`config.mk`:
```
export PLATFORM = sky130hd
export DESIGN_NAME = oal_front
export DESIGN_NICKNAME = d
export VERILOG_FILES = /design/src/rtl/oal_pkg.sv /design/src/rtl/oal_front.sv
export SDC_FILE = /design/constraint.sdc
export NUM_CORES = 1
export LEC_CHECK = 0
export BUFFER_PORTS_ARGS = -buffer_cell sky130_fd_sc_hd__buf_2
export CORE_MARGIN = 5
export CORE_UTILIZATION = 40
export CTS_CLUSTER_DIAMETER = 150
export DETAILED_ROUTE_END_ITERATION = 16
export PLACE_DENSITY = 0.66
export SLEW_MARGIN = 30
export SYNTH_ARGS = -nofsm -noshare
export SYNTH_HDL_FRONTEND = slang
export SYNTH_SLANG_ARGS = --single-unit
```
`constraint.sdc`:
```
create_clock -name clk_i -period 3.4 [get_ports clk_i]
set_input_delay 0.85 -clock clk_i [delete_from_list [all_inputs] [get_ports clk_i]]
set_output_delay 0.85 -clock clk_i [all_outputs]
set_load 0.01 [all_outputs]
```
`src/rtl/oal_pkg.sv`:
```
`timescale 1ns / 1ps
// ----------------------------------------------------------------------------
// oal_pkg
// Shared types for the ordered array list engine: action codes and payloads.
// ----------------------------------------------------------------------------
package oal_pkg;

  typedef enum logic [2:0] {
    ACT_APPEND  = 3'd0,
    ACT_INSERT  = 3'd1,
    ACT_REM_IDX = 3'd2,
    ACT_REM_VAL = 3'd3,
    ACT_FIND    = 3'd4,
    ACT_GET     = 3'd5,
    ACT_SET     = 3'd6,
    ACT_CLEAR   = 3'd7
  } oal_action_e;

  typedef struct packed {
    logic [2:0]  action;
    logic [8:0]  position;
    logic [31:0] item_word;
  } oal_in_t;

  typedef struct packed {
    logic        ok;
    logic [31:0] read_word;
    logic [7:0]  found_at;
    logic [8:0]  entry_count;
  } oal_out_t;

  // decoded command as queued between front and back
  typedef struct packed {
    oal_action_e action;
    logic [8:0]  position;
    logic [31:0] item_word;
  } oal_cmd_t;

endpackage

```
`src/rtl/oal_front.sv`:
```
`timescale 1ns / 1ps
// ----------------------------------------------------------------------------
// oal_front
// Input side: takes request transfers, decodes the action and holds them in
// a two-entry queue for the back end.
// ----------------------------------------------------------------------------
module oal_front import oal_pkg::*; (
  input  logic     clk_i,
  input  logic     rst_ni,
  input  logic     in_valid_i,
  output logic     in_ready_o,
  input  oal_in_t  in_data_i,
  output logic     cmd_valid_o,
  output oal_cmd_t cmd_o,
  input  logic     cmd_pop_i
);

  oal_cmd_t   slot_q [2];
  logic [1:0] fill_q, fill_d;
  logic       rp_q, rp_d, wp_q, wp_d;
  logic       push, pop;
  oal_cmd_t   dec;

  assign in_ready_o  = (fill_q != 2'd2);
  assign cmd_valid_o = (fill_q != 2'd0);
  assign cmd_o       = slot_q[rp_q];
  assign push        = in_valid_i & in_ready_o;
  assign pop         = cmd_pop_i & cmd_valid_o;

  always_comb begin
    dec.action    = oal_action_e'(in_data_i.action);
    dec.position  = in_data_i.position;
    dec.item_word = in_data_i.item_word;
  end

  always_comb begin
    fill_d = fill_q;
    rp_d   = rp_q;
    wp_d   = wp_q;
    if (push) begin
      wp_d = ~wp_q;
    end
    if (pop) begin
      rp_d = ~rp_q;
    end
    if (push && !pop) begin
      fill_d = fill_q + 2'd1;
    end else if (pop && !push) begin
      fill_d = fill_q - 2'd1;
    end
  end

  always_ff @(posedge clk_i or negedge rst_ni) begin
    if (!rst_ni) begin
      fill_q <= 2'd0;
      rp_q   <= 1'b0;
      wp_q   <= 1'b0;
    end else begin
      fill_q <= fill_d;
      rp_q   <= rp_d;
      wp_q   <= wp_d;
    end
  end

  always_ff @(posedge clk_i) begin
    if (push) begin
      slot_q[wp_q] <= dec;
    end
  end

endmodule

```
==> impl_metrics.json <==
{
  "stdcell_area_mm2": 0.00434,
  "numPortBuffers": 93,
  "placed_cell_area_mm2": 0.00414,
  "firstDrtPassIters": 4,
  "postCtsResizedCells": 0,
  "htreeDepth": 3,
  "grt_max_degree": 35,
  "total_power_mw": 3.60,
  "worst-setup-path-type": "register to output port",
  "cts_tree": "done",
  "ios": 94,
  "slew_viol_final": 0,
  "syn_nets": 204,
  "grt_overflow": 0,
  "period_needed_ns": 2.50,
  "cts_root_buffer": "clkbuf_8",
  "rsz0062_at_grt": "false",
  "placementRows": 34,
  "n_antenna_cell": 0,
  "drtIter0Drc": 54,
  "ir_drop_v": 0.000416,
  "wl_per_cell_um": 16.4,
  "clockBufferDepth": 2,
  "vias": 1740,
  "numClockSinks": 92,
  "hold_class": "input port to asynchronous set/reset pin",
  "leakage_nw": 1.74,
  "slew_headroom_pct": 68.5,
  "outcome": "complete, no violations",
  "setup_total_negative_slack_ns": 0,
  "ys_warn_count": 0,
  "cap_violations": 0,
  "period_share_pct": 73.5,
  "crit_path_start_kind": "register",
  "die_x_um": 104,
  "grt_pass1_vias": 1834,
  "syn-cell-area_mm2": 0.00357,
  "drive_gt1_share_pct": 60.5,
  "gp_congestion": 0.707,
  "seq_area_frac_synth_pct": 76.8,
  "synth_top_cell_area_share_pct": 74.0,
  "grt_pass1_wl_mm": 9.51,
  "required_ns": 2.55,
  "fin_nets": 307,
  "cts_setup_buffers": 0,
  "synth_cells": 155,
  "dieArea_mm2": 0.0109,
  "initial_core_util_pct": 40.9,
  "area_growth_pct": 21.5,
  "hold_viol": 0,
  "drtAntennaViolNets": 0,
  "dpl.hpwl_mm": 4.24,
  "fmax_mhz": 400,
  "critPathLaunch": "rp_q",
  "r2r-start": "fill_q[0]",
  "yosysTopAreaCell": "edfxtp_1",
  "path_clk_slew_ns": 0.08,
  "setup_violations": 0,
  "drt-vias-per-instance": 4.69,
  "hold_slack_ns": 0.297,
  "cts_made_buffers": 9,
  "end_kind": "output port",
  "power_density_mw_per_mm2": 831,
  "worst_slew_pin_slew_ns": 0.472,
  "drc": 0,
  "yosysUniqueCellTypes": 15,
  "fillers": 707,
  "ys_seq_elements": 92,
  "core_mm2": 0.00872,
  "grt_antenna_before_repair": 3,
  "die_height_um": 104,
  "netlist_top_cells_area": "edfxtp_1 (74%), mux2_4 (16%), dfrtp_1 (2.8%), buf_12 (2.2%), mux2_2 (1.6%)",
  "finalWirelength_mm": 6.10,
  "grtUsageTotal_pct": 11.4,
  "ctsHoldBuffers": 0,
  "finClkSkew_ns": 0.00736,
  "cp.arrival_ns": 1.65,
  "clkLatencyLatePin_ns": 0.34,
  "worstPathMaxFanout": 17,
  "syn_area_per_cell_um2": 23.0
}
critical path, stage by stage (launching register included):
cell     delay [ns]
dfrtp_2        0.44
buf_4          0.33
mux2_2         0.38
buf_2          0.14
placed cells by master, fill, tap and decap left out:
master      count
clkbuf_8        9
clkinv_2        2
dfrtp_2         1
nor2_1          1
nand2_1         2
nor2_4          1
clkinv_4        1
mux2_2          5
buf_12          2
dfrtp_1         3
xnor2_1         3
or2_1           1
clkinvlp_4      2
inv_1           1
buf_2          93
nand2b_1        1
clkinv_1        1
xor2_1          2
edfxtp_1       88
buf_4           2
ha_1            1
and3_2          1
bufinv_16       1
mux2_4         39
stage by stage:
stage	utilization [%]	setup WS (ns)	instances
final	49.7	0.902	371
after global routing	49.7	0.802	371
after CTS	49.7	0.863	371
after detailed placement	47.5	1.25	355
after global placement	47.5	1.26	355
after floorplan	-	0.163	155
layer usage:
layer,share of wire (%),track usage [%]
met5,0.54,0
met4,1.1,3.33
met3,12,6.83
met2,42,15.7
met1,45,15.0
state kept, by name (all words and copies together), names as in the netlist:
| name | cells |
|---|---|
| fill_q | 2 |
| rp_q | 1 |
| slot_q | 88 |
| wp_q | 1 |
kinds of logic (layout without fill, tap and decap cells):
logic type                 after synthesis  count (layout)  share of synthesized area, %
DFF                                     92              92                          76.8
xor gates and xnor gates                 5               5                          1.23
buffers and inverters                    6             114                          2.66
adders and majority gates                1               1                         0.350
and+or+nand+nor                          7               7                         0.947
muxes                                   44              44                          18.0
power by group:
| part | switching [mW] | internal [mW] | leakage [nW] |
|---|---|---|---|
| Clock | 0.360 | 0.336 | 0.0926 |
| Sequential | 0.0827 | 1.55 | 0.863 |
| Combinational | 0.623 | 0.650 | 0.782 |
synthesized netlist by cell type, drive strengths merged:
| master | number |
|---|---|
| and3 | 1 |
| buf | 5 |
| dfrtp | 4 |
| edfxtp | 88 |
| ha | 1 |
| inv | 1 |
| mux2 | 44 |
| nand2 | 2 |
| nand2b | 1 |
| nor2 | 2 |
| or2 | 1 |
| xnor2 | 3 |
| xor2 | 2 |
worst paths after layout:
kind | endpoint | slack (ns) | cells after the start
setup reg to reg | slot_q[1][14] | 1.59 | 3
min in group clk_i | fill_q[1] | 0.50 | 1
max in group asynchronous | rp_q | 2.97 | 1
hold / removal | wp_q | 0.30 | 1
setup / recovery | cmd_o[42] | 0.90 | 3
hold reg to reg | fill_q[1] | 0.50 | 1
area by class of cell:
type	count	area [um^2]	share of cell area [%]
clock inverters	7	67.6	1.56
clock buffers	9	124	2.86
flip-flops and latches	92	2740	63.3
multi-input cells	57	741	17.1
repair buffers	97	520	12.0
well taps	108	135	3.12
inverters	1	3.75	0.0866
No activity file was read; power rests on OpenSTA's default activity.
